`src/hdl/rffa_pkg.sv`:
```
// Shared types, codes and constants of the radio frame filter with auto-ACK.
package rffa_pkg;

   localparam int unsigned QUEUE_DEPTH = 4;

   localparam logic [7:0]  MAX_PAYLOAD = 8'd240;
   localparam logic [15:0] BROADCAST_ID = 16'hFFFF;
   localparam logic [8:0]  HDR_BYTES = 9'd8;
   localparam logic [8:0]  RX_INDEX_MAX = 9'd511;
   localparam logic [7:0]  ACK_PAYLOAD_LEN = 8'd2;

   localparam logic [1:0] CMD_RX_BYTE  = 2'd0;
   localparam logic [1:0] CMD_TX_START = 2'd1;
   localparam logic [1:0] CMD_TX_BYTE  = 2'd2;

   localparam logic [1:0] KIND_RX_BYTE = 2'd0;
   localparam logic [1:0] KIND_SUMMARY = 2'd1;
   localparam logic [1:0] KIND_TX_BYTE = 2'd2;

   localparam logic [1:0] STATUS_DELIVERED = 2'd0;
   localparam logic [1:0] STATUS_SHORT     = 2'd1;
   localparam logic [1:0] STATUS_NOT_HERE  = 2'd2;
   localparam logic [1:0] STATUS_TOO_LONG  = 2'd3;

   localparam logic [1:0] CSR_NODE_ID  = 2'd0;
   localparam logic [1:0] CSR_ACK_TYPE = 2'd1;
   localparam logic [1:0] CSR_ENABLED  = 2'd2;

   localparam logic [15:0] RESET_NODE_ID  = 16'd0;
   localparam logic [7:0]  RESET_ACK_TYPE = 8'd4;
   localparam logic        RESET_ENABLED  = 1'b1;

   typedef struct packed {
      logic [1:0]  cmd;
      logic [7:0]  data_byte;
      logic        rx_last;
      logic [7:0]  tx_type;
      logic [15:0] tx_dest;
      logic [7:0]  tx_length;
   } req_type;

   typedef struct packed {
      logic [1:0]  kind;
      logic [7:0]  out_byte;
      logic        frame_end;
      logic [7:0]  msg_type;
      logic [15:0] source_id;
      logic [15:0] dest_id;
      logic [15:0] packet_id;
      logic [7:0]  length;
      logic [1:0]  status;
   } rsp_type;

   typedef enum logic [1:0] {
      JOB_RX     = 2'd0,
      JOB_TXHDR  = 2'd1,
      JOB_TXBYTE = 2'd2
   } job_op_type;

   typedef struct packed {
      job_op_type  op;
      logic        rx_put;
      logic        sum;
      logic        ack;
      logic        fend;
      logic [7:0]  data_byte;
      logic [1:0]  status;
      logic [7:0]  sum_type;
      logic [15:0] sum_src;
      logic [15:0] sum_dest;
      logic [15:0] sum_pkt;
      logic [7:0]  sum_len;
      logic [7:0]  tx_type;
      logic [15:0] tx_dest;
      logic [7:0]  tx_len;
      logic [15:0] pid;
   } job_type;

endpackage

```
`src/hdl/rffa_front.sv`:
```
// Front end: accepts input beats, runs the receive and transmit state and issues jobs.
module rffa_front (
   input  logic             clock,
   input  logic             reset,
   input  logic [15:0]      node_id,
   input  logic [7:0]       ack_type,
   input  logic             enabled,
   input  logic             req_valid,
   output logic             req_ready,
   input  rffa_pkg::req_type req_data,
   input  logic             q_full,
   output logic             push_valid,
   output rffa_pkg::job_type push_job
);

   typedef enum logic [2:0] {
      MODE_HEADER  = 3'b001,
      MODE_PAYLOAD = 3'b010,
      MODE_DISCARD = 3'b100
   } rx_mode_type;

   rx_mode_type rx_mode_ff, rx_mode_in;
   logic [8:0]  rx_index_ff, rx_index_in;
   logic [7:0]  hdr_type_ff, hdr_type_in;
   logic [15:0] hdr_source_ff, hdr_source_in;
   logic [15:0] hdr_dest_ff, hdr_dest_in;
   logic [15:0] hdr_packet_ff, hdr_packet_in;
   logic [7:0]  hdr_length_ff, hdr_length_in;
   logic [15:0] id_counter_ff, id_counter_in;
   logic [7:0]  tx_remaining_ff, tx_remaining_in;

   logic             accept;
   logic             for_us;
   logic [8:0]       pay_offset;
   logic [7:0]       tx_len;
   logic [1:0]       status;
   rffa_pkg::job_type job;
   logic             job_valid;

   assign req_ready = !q_full;
   assign accept = req_valid && req_ready;

   always_comb begin
      rx_mode_in = rx_mode_ff;
      rx_index_in = rx_index_ff;
      hdr_type_in = hdr_type_ff;
      hdr_source_in = hdr_source_ff;
      hdr_dest_in = hdr_dest_ff;
      hdr_packet_in = hdr_packet_ff;
      hdr_length_in = hdr_length_ff;
      id_counter_in = id_counter_ff;
      tx_remaining_in = tx_remaining_ff;
      job = '0;
      job_valid = 1'b0;
      for_us = 1'b0;
      pay_offset = rx_index_ff - rffa_pkg::HDR_BYTES;
      tx_len = req_data.tx_length;
      status = rffa_pkg::STATUS_DELIVERED;

      if (accept && enabled) begin
         case (req_data.cmd)
            rffa_pkg::CMD_RX_BYTE: begin
               job.op = rffa_pkg::JOB_RX;
               if (rx_mode_ff == MODE_HEADER) begin
                  if (rx_index_ff == 9'd0) begin
                     hdr_type_in = '0;
                     hdr_source_in = '0;
                     hdr_dest_in = '0;
                     hdr_packet_in = '0;
                     hdr_length_in = '0;
                  end
                  case (rx_index_ff[2:0])
                     3'd0: hdr_type_in = req_data.data_byte;
                     3'd1: hdr_source_in[15:8] = req_data.data_byte;
                     3'd2: hdr_source_in[7:0] = req_data.data_byte;
                     3'd3: hdr_dest_in[15:8] = req_data.data_byte;
                     3'd4: hdr_dest_in[7:0] = req_data.data_byte;
                     3'd5: hdr_packet_in[15:8] = req_data.data_byte;
                     3'd6: hdr_packet_in[7:0] = req_data.data_byte;
                     default: hdr_length_in = req_data.data_byte;
                  endcase
                  rx_index_in = rx_index_ff + 9'd1;
                  if (rx_index_in >= rffa_pkg::HDR_BYTES) begin
                     for_us = (hdr_dest_in == node_id) ||
                              (hdr_dest_in == rffa_pkg::BROADCAST_ID);
                     rx_mode_in = (for_us && hdr_length_in <= rffa_pkg::MAX_PAYLOAD) ?
                                  MODE_PAYLOAD : MODE_DISCARD;
                  end
               end else begin
                  if (rx_mode_ff == MODE_PAYLOAD && pay_offset < {1'b0, hdr_length_ff}) begin
                     job.rx_put = 1'b1;
                     job.data_byte = req_data.data_byte;
                  end
                  if (rx_index_ff != rffa_pkg::RX_INDEX_MAX) begin
                     rx_index_in = rx_index_ff + 9'd1;
                  end
               end

               if (req_data.rx_last) begin
                  if (rx_index_in < rffa_pkg::HDR_BYTES) begin
                     status = rffa_pkg::STATUS_SHORT;
                  end else if (rx_mode_in == MODE_PAYLOAD) begin
                     status = rffa_pkg::STATUS_DELIVERED;
                  end else if (hdr_dest_in != node_id &&
                               hdr_dest_in != rffa_pkg::BROADCAST_ID) begin
                     status = rffa_pkg::STATUS_NOT_HERE;
                  end else begin
                     status = rffa_pkg::STATUS_TOO_LONG;
                  end
                  job.sum = 1'b1;
                  job.status = status;
                  job.sum_type = hdr_type_in;
                  job.sum_src = hdr_source_in;
                  job.sum_dest = hdr_dest_in;
                  job.sum_pkt = hdr_packet_in;
                  job.sum_len = hdr_length_in;
                  if (status == rffa_pkg::STATUS_DELIVERED &&
                      hdr_dest_in != rffa_pkg::BROADCAST_ID && hdr_type_in != ack_type) begin
                     job.ack = 1'b1;
                     job.tx_type = ack_type;
                     job.tx_dest = hdr_source_in;
                     job.tx_len = rffa_pkg::ACK_PAYLOAD_LEN;
                     job.pid = id_counter_ff;
                     id_counter_in = id_counter_ff + 16'd1;
                  end
                  rx_index_in = '0;
                  rx_mode_in = MODE_HEADER;
               end
               job_valid = job.rx_put || job.sum;
            end
            rffa_pkg::CMD_TX_START: begin
               if (req_data.tx_length > rffa_pkg::MAX_PAYLOAD) begin
                  tx_len = rffa_pkg::MAX_PAYLOAD;
               end
               job.op = rffa_pkg::JOB_TXHDR;
               job.tx_type = req_data.tx_type;
               job.tx_dest = req_data.tx_dest;
               job.tx_len = tx_len;
               job.pid = id_counter_ff;
               id_counter_in = id_counter_ff + 16'd1;
               tx_remaining_in = tx_len;
               job_valid = 1'b1;
            end
            rffa_pkg::CMD_TX_BYTE: begin
               if (tx_remaining_ff != 8'd0) begin
                  tx_remaining_in = tx_remaining_ff - 8'd1;
                  job.op = rffa_pkg::JOB_TXBYTE;
                  job.data_byte = req_data.data_byte;
                  job.fend = (tx_remaining_ff == 8'd1);
                  job_valid = 1'b1;
               end
            end
            default: begin
            end
         endcase
      end
   end

   assign push_valid = job_valid;
   assign push_job = job;

   always_ff @(posedge clock) begin
      if (reset) begin
         rx_mode_ff <= MODE_HEADER;
         rx_index_ff <= '0;
         hdr_type_ff <= '0;
         hdr_source_ff <= '0;
         hdr_dest_ff <= '0;
         hdr_packet_ff <= '0;
         hdr_length_ff <= '0;
         id_counter_ff <= '0;
         tx_remaining_ff <= '0;
      end else begin
         rx_mode_ff <= rx_mode_in;
         rx_index_ff <= rx_index_in;
         hdr_type_ff <= hdr_type_in;
         hdr_source_ff <= hdr_source_in;
         hdr_dest_ff <= hdr_dest_in;
         hdr_packet_ff <= hdr_packet_in;
         hdr_length_ff <= hdr_length_in;
         id_counter_ff <= id_counter_in;
         tx_remaining_ff <= tx_remaining_in;
      end
   end

endmodule

```
`src/hdl/rffa_queue.sv`:
```
// Job queue between the front end and the back end.
module rffa_queue #(
   parameter int unsigned DEPTH = rffa_pkg::QUEUE_DEPTH
) (
   input  logic             clock,
   input  logic             reset,
   input  logic             push,
   input  rffa_pkg::job_type push_job,
   input  logic             pop,
   output rffa_pkg::job_type head_job,
   output logic             full,
   output logic             empty
);

   localparam int unsigned PW = (DEPTH > 1) ? $clog2(DEPTH) : 1;
   localparam int unsigned CW = $clog2(DEPTH + 1);

   rffa_pkg::job_type entry_ff [DEPTH];
   logic [PW-1:0] wr_ptr_ff, wr_ptr_in;
   logic [PW-1:0] rd_ptr_ff, rd_ptr_in;
   logic [CW-1:0] count_ff, count_in;

   assign full = (count_ff == CW'(DEPTH));
   assign empty = (count_ff == '0);
   assign head_job = entry_ff[rd_ptr_ff];

   always_comb begin
      wr_ptr_in = wr_ptr_ff;
      rd_ptr_in = rd_ptr_ff;
      count_in = count_ff;
      if (push) begin
         wr_ptr_in = (wr_ptr_ff == PW'(DEPTH - 1)) ? '0 : wr_ptr_ff + PW'(1);
      end
      if (pop) begin
         rd_ptr_in = (rd_ptr_ff == PW'(DEPTH - 1)) ? '0 : rd_ptr_ff + PW'(1);
      end
      if (push && !pop) begin
         count_in = count_ff + CW'(1);
      end else if (pop && !push) begin
         count_in = count_ff - CW'(1);
      end
   end

   always_ff @(posedge clock) begin
      if (reset) begin
         wr_ptr_ff <= '0;
         rd_ptr_ff <= '0;
         count_ff <= '0;
      end else begin
         wr_ptr_ff <= wr_ptr_in;
         rd_ptr_ff <= rd_ptr_in;
         count_ff <= count_in;
      end
   end

   always_ff @(posedge clock) begin
      if (push) begin
         entry_ff[wr_ptr_ff] <= push_job;
      end
   end

`ifndef ASSERT_OFF
   a_no_overflow: assert property (@(posedge clock) disable iff (reset) push |-> !full)
      else $error("Job pushed into a full queue.");
   a_no_underflow: assert property (@(posedge clock) disable iff (reset) pop |-> !empty)
      else $error("Job popped from an empty queue.");
   a_count_range: assert property (@(posedge clock) disable iff (reset)
      count_ff <= CW'(DEPTH))
      else $error("Queue count exceeds its depth.");
   a_push_fills: assert property (@(posedge clock) disable iff (reset)
      (push && !pop) |=> !empty)
      else $error("Queue empty after a push without a pop.");
`endif

endmodule

```
`src/hdl/rffa_back.sv`:
```
// Back end: expands each queued job into result beats through an output register.
module rffa_back (
   input  logic             clock,
   input  logic             reset,
   input  logic [15:0]      node_id,
   input  rffa_pkg::job_type head_job,
   input  logic             q_empty,
   output logic             pop,
   output logic             rsp_valid,
   input  logic             rsp_ready,
   output rffa_pkg::rsp_type rsp_data
);

   localparam logic [3:0] STEP_RX_BYTE  = 4'd0;
   localparam logic [3:0] STEP_SUMMARY  = 4'd1;
   localparam logic [3:0] STEP_HDR_BASE = 4'd2;
   localparam logic [3:0] STEP_HDR_LAST = 4'd9;
   localparam logic [3:0] STEP_ACK_LAST = 4'd11;

   logic [3:0]       step_ff, step_in;
   logic             started_ff, started_in;
   logic             rsp_valid_ff, rsp_valid_in;
   rffa_pkg::rsp_type rsp_data_ff;
   logic [3:0]       first_step;
   logic [3:0]       last_step;
   logic [3:0]       cur_step;
   logic [3:0]       hdr_pos;
   logic             go;
   rffa_pkg::rsp_type beat;

   always_comb begin
      case (head_job.op)
         rffa_pkg::JOB_RX: begin
            first_step = head_job.rx_put ? STEP_RX_BYTE : STEP_SUMMARY;
            last_step = head_job.ack ? STEP_ACK_LAST :
                        (head_job.sum ? STEP_SUMMARY : STEP_RX_BYTE);
         end
         rffa_pkg::JOB_TXHDR: begin
            first_step = STEP_HDR_BASE;
            last_step = STEP_HDR_LAST;
         end
         default: begin
            first_step = STEP_RX_BYTE;
            last_step = STEP_RX_BYTE;
         end
      endcase
   end

   assign cur_step = started_ff ? step_ff : first_step;
   assign hdr_pos = cur_step - STEP_HDR_BASE;
   assign go = !q_empty && (!rsp_valid_ff || rsp_ready);
   assign pop = go && (cur_step == last_step);

   always_comb begin
      beat = '0;
      if (cur_step == STEP_RX_BYTE) begin
         beat.out_byte = head_job.data_byte;
         if (head_job.op == rffa_pkg::JOB_TXBYTE) begin
            beat.kind = rffa_pkg::KIND_TX_BYTE;
            beat.frame_end = head_job.fend;
         end else begin
            beat.kind = rffa_pkg::KIND_RX_BYTE;
         end
      end else if (cur_step == STEP_SUMMARY) begin
         beat.kind = rffa_pkg::KIND_SUMMARY;
         beat.msg_type = head_job.sum_type;
         beat.source_id = head_job.sum_src;
         beat.dest_id = head_job.sum_dest;
         beat.packet_id = head_job.sum_pkt;
         beat.length = head_job.sum_len;
         beat.status = head_job.status;
      end else begin
         beat.kind = rffa_pkg::KIND_TX_BYTE;
         case (hdr_pos)
            4'd0: beat.out_byte = head_job.tx_type;
            4'd1: beat.out_byte = node_id[15:8];
            4'd2: beat.out_byte = node_id[7:0];
            4'd3: beat.out_byte = head_job.tx_dest[15:8];
            4'd4: beat.out_byte = head_job.tx_dest[7:0];
            4'd5: beat.out_byte = head_job.pid[15:8];
            4'd6: beat.out_byte = head_job.pid[7:0];
            4'd7: begin
               beat.out_byte = head_job.tx_len;
               beat.frame_end = (head_job.tx_len == 8'd0);
            end
            4'd8: beat.out_byte = head_job.sum_pkt[15:8];
            4'd9: begin
               beat.out_byte = head_job.sum_pkt[7:0];
               beat.frame_end = 1'b1;
            end
            default: beat.out_byte = '0;
         endcase
      end
   end

   always_comb begin
      step_in = step_ff;
      started_in = started_ff;
      rsp_valid_in = rsp_valid_ff;
      if (go) begin
         rsp_valid_in = 1'b1;
         if (pop) begin
            started_in = 1'b0;
         end else begin
            started_in = 1'b1;
            step_in = cur_step + 4'd1;
         end
      end else if (rsp_ready) begin
         rsp_valid_in = 1'b0;
      end
   end

   always_ff @(posedge clock) begin
      if (reset) begin
         step_ff <= '0;
         started_ff <= 1'b0;
         rsp_valid_ff <= 1'b0;
      end else begin
         step_ff <= step_in;
         started_ff <= started_in;
         rsp_valid_ff <= rsp_valid_in;
      end
   end

   always_ff @(posedge clock) begin
      if (go) begin
         rsp_data_ff <= beat;
      end
   end

   assign rsp_valid = rsp_valid_ff;
   assign rsp_data = rsp_data_ff;

endmodule

```
`src/hdl/radio_frame_filter_with_auto_ack_unit.sv`:
```
// Top level of the radio frame filter with auto-ACK: registers, front end, queue, back end.
//
// The input side takes one beat per clock cycle as long as the job queue (QUEUE_DEPTH
// entries) has room; the result side delivers one beat per cycle through an output
// register while rsp_ready is high. A received or transmit payload byte yields one
// result beat, a transmit header eight, and a received frame end one to twelve (payload
// byte, summary and a ten-byte ACK frame). Sustained rate is therefore one item per cycle
// while items yield at most one result each and rsp_ready holds; longer bursts are
// buffered in the queue and throttle the input only once it fills. No clearing after reset.
module radio_frame_filter_with_auto_ack_unit #(
   parameter int unsigned QUEUE_DEPTH = rffa_pkg::QUEUE_DEPTH
) (
   input  logic             clock,
   input  logic             reset,
   input  logic             req_valid,
   output logic             req_ready,
   input  rffa_pkg::req_type req_data,
   output logic             rsp_valid,
   input  logic             rsp_ready,
   output rffa_pkg::rsp_type rsp_data,
   input  logic             csr_write_en,
   input  logic [1:0]       csr_index,
   input  logic [15:0]      csr_wdata
);

   logic [15:0] node_id_ff;
   logic [7:0]  ack_type_ff;
   logic        enabled_ff;

   logic             push_valid;
   rffa_pkg::job_type push_job;
   rffa_pkg::job_type head_job;
   logic             q_full;
   logic             q_empty;
   logic             pop;

   always_ff @(posedge clock) begin
      if (reset) begin
         node_id_ff <= rffa_pkg::RESET_NODE_ID;
         ack_type_ff <= rffa_pkg::RESET_ACK_TYPE;
         enabled_ff <= rffa_pkg::RESET_ENABLED;
      end else if (csr_write_en) begin
         case (csr_index)
            rffa_pkg::CSR_NODE_ID: node_id_ff <= csr_wdata;
            rffa_pkg::CSR_ACK_TYPE: ack_type_ff <= csr_wdata[7:0];
            rffa_pkg::CSR_ENABLED: enabled_ff <= csr_wdata[0];
            default: begin
            end
         endcase
      end
   end

   rffa_front u_front (
      .clock      (clock),
      .reset      (reset),
      .node_id    (node_id_ff),
      .ack_type   (ack_type_ff),
      .enabled    (enabled_ff),
      .req_valid  (req_valid),
      .req_ready  (req_ready),
      .req_data   (req_data),
      .q_full     (q_full),
      .push_valid (push_valid),
      .push_job   (push_job)
   );

   rffa_queue #(
      .DEPTH (QUEUE_DEPTH)
   ) u_queue (
      .clock    (clock),
      .reset    (reset),
      .push     (push_valid),
      .push_job (push_job),
      .pop      (pop),
      .head_job (head_job),
      .full     (q_full),
      .empty    (q_empty)
   );

   rffa_back u_back (
      .clock     (clock),
      .reset     (reset),
      .node_id   (node_id_ff),
      .head_job  (head_job),
      .q_empty   (q_empty),
      .pop       (pop),
      .rsp_valid (rsp_valid),
      .rsp_ready (rsp_ready),
      .rsp_data  (rsp_data)
   );

endmodule

```
`config.mk`:
```
export PLATFORM = sky130hd
export DESIGN_NAME = radio_frame_filter_with_auto_ack_unit
export DESIGN_NICKNAME = d
export VERILOG_FILES = /design/src/hdl/rffa_pkg.sv /design/src/hdl/rffa_front.sv /design/src/hdl/rffa_queue.sv /design/src/hdl/rffa_back.sv /design/src/hdl/radio_frame_filter_with_auto_ack_unit.sv
export SDC_FILE = /design/constraint.sdc
export NUM_CORES = 1
export LEC_CHECK = 0
export BUFFER_PORTS_ARGS = -buffer_cell sky130_fd_sc_hd__buf_2
export CORE_ASPECT_RATIO = 1.5
export CORE_MARGIN = 2
export CORE_UTILIZATION = 49
export DETAILED_ROUTE_END_ITERATION = 10
export GPL_TIMING_DRIVEN = 0
export PLACE_DENSITY = 0.76
export SLEW_MARGIN = 10
export SYNTH_ARGS = -nofsm -noshare
export SYNTH_HDL_FRONTEND = slang
export SYNTH_SLANG_ARGS = --single-unit
export TNS_END_PERCENT = 30
```
`constraint.sdc`:
```
create_clock -name clock -period 13.9 [get_ports clock]
set_input_delay 1.39 -clock clock [delete_from_list [all_inputs] [get_ports clock]]
set_output_delay 1.39 -clock clock [all_outputs]
set_load 0.005 [all_outputs]
```
==> results.rst <==
.. list-table::
   :header-rows: 1

   * - Metric
     - Value
   * - Final setup violation count
     - 0
   * - Fraction of synthesis flops using an asynchronous set or reset pin
     - 0%
   * - Vertical die dimension
     - 315 um
   * - I/O pin cnt
     - 145
   * - Share of layout cells above drive strength 1
     - 17.1%
   * - Final clock period utilization by the worst path
     - 40.2%
   * - Maximum fanout along the worst path
     - 10
   * - Top FF cell, synth
     - edfxtp_1
   * - Syn. warnings
     - 0
   * - X dimension of the die
     - 211 um
   * - Final setup slack of the worst path
     - 8310 ps
   * - Commonest cells after routing, fill and taps aside
     - 589 x edfxtp_1, 223 x nor2_1, 146 x buf_2
   * - Fraction of power spent switching nets
     - 27.6%
   * - Count of different cell masters after synthesis
     - 75
   * - FILL cells
     - 4948
   * - Detailed-route wire length on metal 1
     - 33000 um
   * - Cts bufs inserted
     - 66
   * - Synth top area cells
     - edfxtp_1 56%, mux4_2 9.1%, dfxtp_1 8.9%
   * - Iteration-0 DRC Markers
     - 2309
   * - Drt drc
     - 0
   * - Endpoint of the worst-slack reg-to-reg timing path
     - u_queue.entry_ff[3][28]
   * - Max-slew headroom at the worst pin
     - 13.7%
   * - Worst min path class
     - register to register
   * - Yosys reg bits
     - 729
   * - Proportion of synthesized chip area in sequential cells
     - 65.0%
   * - Wire length reported by the detailed router
     - 96100 um
   * - Routed wire per std cell
     - 28.8 um
   * - Critical Path AT
     - 5930 ps
   * - Initial antenna violation count
     - 1
   * - Number of buffers on the longest clock path
     - 3
   * - Slew @ Worst Pin
     - 1290 ps
   * - Number of levels the H-tree was split into
     - 3
   * - ANT nets after route
     - 0
   * - Total Negative Setup Slacks
     - 0 ps
   * - Via-to-Cell Ratio
     - 6.41
   * - Final period demand of the worst path
     - 5590 ps
   * - R2r worst-path depth
     - 14
   * - Global-route total usage across every layer
     - 29.2%
   * - Share of total power in combinational logic
     - 20.9%
   * - Power Internal
     - 4.16 mW
   * - Simple logic cell fraction of the synthesized area
     - 10.3%
   * - Power spent charging and discharging nets
     - 1.59 mW
   * - Buffer count from post-CTS setup fixing
     - 0
   * - Unrepaired setup endpoints after global routing
     - false
   * - Aggregate global routing overflow
     - 0
   * - Number of clock sinks seen by CTS
     - 729
   * - Setup slack of the most critical reg-to-reg path
     - 8310 ps
   * - Overall power after layout
     - 5.75 mW
   * - Crit path launch type
     - register
   * - Count of TritonRoute iterations in the first routing pass
     - 6
   * - Total length of routed met2 wires
     - 48300 um
   * - Count of hold-fix buffers inserted at cts
     - 0
   * - Final core utilization
     - 56.3%
   * - Mux contribution to synthesized area
     - 9.99%
   * - Total instance count after detailed placement
     - 3213
   * - Placement-stage cell area
     - 33500 um^2
   * - Count of flip-flops with a built-in enable after synthesis
     - 589
   * - Die area
     - 66500 um^2
   * - Max Cap Violations
     - 0
   * - Most common library cell in the layout ignoring fill and taps
     - edfxtp_1
   * - Count of mapped cells out of synthesis
     - 2260
   * - Via total after detailed routing
     - 21.4k
   * - Worst setup path startpoint
     - u_front.rx_index_ff[1]
   * - Power per cell area
     - 161 nW/um^2
   * - Final HPWL from detailed placement
     - 69000 um
   * - Pin count of the biggest net entering global routing
     - 51
   * - Endpoint kind of the worst setup timing path
     - register
   * - LEAKAGE
     - 12.0 nW
   * - Post-synthesis cell area
     - 31500 um^2
   * - Fin Clk Skew
     - 35.5 ps
   * - Crit path capture
     - u_queue.entry_ff[3][28]
   * - Clock latency on the worst-skew pair
     - 650 ps
   * - Number of nets in the synthesized netlist
     - 2359
   * - Area share of the largest cell type after synthesis
     - 56.1%
   * - Final layout net count
     - 2575
   * - Hold violation count in the final report
     - 0
   * - Largest vdd supply drop
     - 88.8 uV
   * - Biggest area consumer among synthesized cells
     - edfxtp_1
   * - Layout Cells excl Fill
     - 3333
   * - Layout Area Growth over Synthesis
     - 13.4%
   * - Cell area after layout
     - 35800 um^2
   * - Adder-cell area share of the yosys netlist
     - 1.33%
   * - Top routing layer in use
     - met4
   * - Area fraction in compound gates after synthesis
     - 9.76%
   * - Pre-CTS setup slack
     - 8250 ps
   * - Post-synthesis share of cell area spent on xor and xnor gates
     - 0.805%
   * - Root Buffer
     - clkbuf_16
   * - GP Congestion
     - 0.977
   * - Avg Cell Area, Syn
     - 14.0 um^2
   * - Wire length on met3
     - 7050 um
   * - Placeable core area
     - 63500 um^2
   * - Port bufs
     - 137
   * - Clock tree from TritonCTS
     - done
   * - Critical path class
     - register to register
   * - Data required time at the worst endpoint
     - 14240 ps
   * - Fmax
     - 0.179 GHz
   * - Cell Rows
     - 113
   * - Reg power frac
     - 46.6%
   * - CTS resizes
     - 0
   * - Combinational family with the most area after synthesis
     - simple AND/OR/NAND/NOR gates
   * - Run status
     - completed
   * - Clock transition at the register clock pins on the worst setup and hold paths after CTS
     - 60 ps
   * - Worst reg2reg path startpoint
     - u_front.rx_index_ff[1]
   * - Worst hold slack
     - 501 ps
   * - Starting density of the core
     - 49.7%
   * - Via count of the first global-routing pass
     - 21.2k
   * - Part of the total power dissipated in the clock network
     - 32.6%
   * - Slew Viols, Final
     - 0
   * - First-pass GRT wire length
     - 139000 um
==> critical path, cell delays in order, from the launching register on <==
cell,delay [ps]
dfxtp_1,400
inv_1,120
ha_1,270
clkbuf_1,370
nand2b_1,310
clkbuf_1,350
o311ai_0,670
a211oi_1,240
nor4_1,510
nand4_1,290
a211o_1,370
a21oi_1,390
buf_2,340
a22oi_1,140
nor2_1,510
==> worst min path at each step <==
| stage | from | to | slack, ps | cells after the start |
|---|---|---|---|---|
| floorplan | u_front.hdr_type_ff[1] | u_front.hdr_type_ff[1] | 430 | 2 |
| global route | u_front.hdr_source_ff[7] | u_front.hdr_source_ff[7] | 520 | 2 |
| CTS | u_front.hdr_source_ff[13] | u_front.hdr_source_ff[13] | 500 | 2 |
| detailed placement | u_front.hdr_packet_ff[15] | u_front.hdr_packet_ff[15] | 490 | 2 |
| global placement | u_back.rsp_valid | u_back.rsp_valid | 460 | 2 |
| finish | u_front.hdr_source_ff[5] | u_front.hdr_source_ff[5] | 500 | 2 |
==> cell type report <==
| type | instances | area, um^2 | area share [%] |
|---|---|---|---|
| clock inverter | 25 | 300 | 0.840 |
| inverter | 67 | 251 | 0.703 |
| tap | 805 | 1010 | 2.82 |
| sequential | 729 | 20500 | 57.3 |
| clock buffer | 94 | 1910 | 5.35 |
| buffer | 156 | 653 | 1.83 |
| multi-input combinational | 1308 | 10200 | 28.5 |
| antenna | 1 | 2.50 | 0.00700 |
| timing repair buffer | 148 | 958 | 2.68 |
==> power groups by stage <==
stage / clock (mW) / sequential (mW) / combinational (mW)
6_report: 1.87 / 2.68 / 1.20
5_1_grt: 1.97 / 2.70 / 1.28
4_1_cts: 1.89 / 2.68 / 1.20
3_5_place_dp: 0 / 2.72 / 1.19
3_3_place_gp: 0 / 2.76 / 1.13
2_1_floorplan: 0 / 2.75 / 0.692
==> synth_stat cells (17+ instances only) <==
library cell	count
mux4_2	128
ha_1	32
nor2_1	223
nand4_1	24
a22oi_1	112
buf_1	20
nand3_1	29
and3_1	43
o21ai_0	37
nor2b_1	23
a21oi_1	78
xnor2_1	17
inv_1	64
a31oi_1	19
clkbuf_1	118
edfxtp_1	589
nor3_1	25
nand2_1	121
a211oi_1	52
dfxtp_1	140
and2_1	103
==> layer usage <==
metal | global-route usage, % | up-vias
li1 | - | 9153
met1 | 33.1 | 10600
met2 | 49.8 | 1255
met3 | 4.35 | 313
met4 | 21.9 | 0
met5 | 0 | -
==> kinds of logic after synthesis <==
| kind of cell | Yosys count |
|---|---|
| simple gates | 659 |
| fa+ha+maj | 33 |
| compound gates | 434 |
| mux | 153 |
| flops | 729 |
| buf+inv | 223 |
| xor+xnor | 29 |
==> flip-flops by register name, summed over array words and instances (netlist names), 9 cells and up, named ones only <==
signal	flops
u_front.id_counter_ff	16
u_front.hdr_dest_ff	16
u_queue.entry_ff	512
u_front.hdr_packet_ff	16
u_front.rx_index_ff	9
u_front.hdr_source_ff	16
u_back.rsp_data	77
node_id_ff	16
Note: power is estimated with default switching activity, not from simulation.
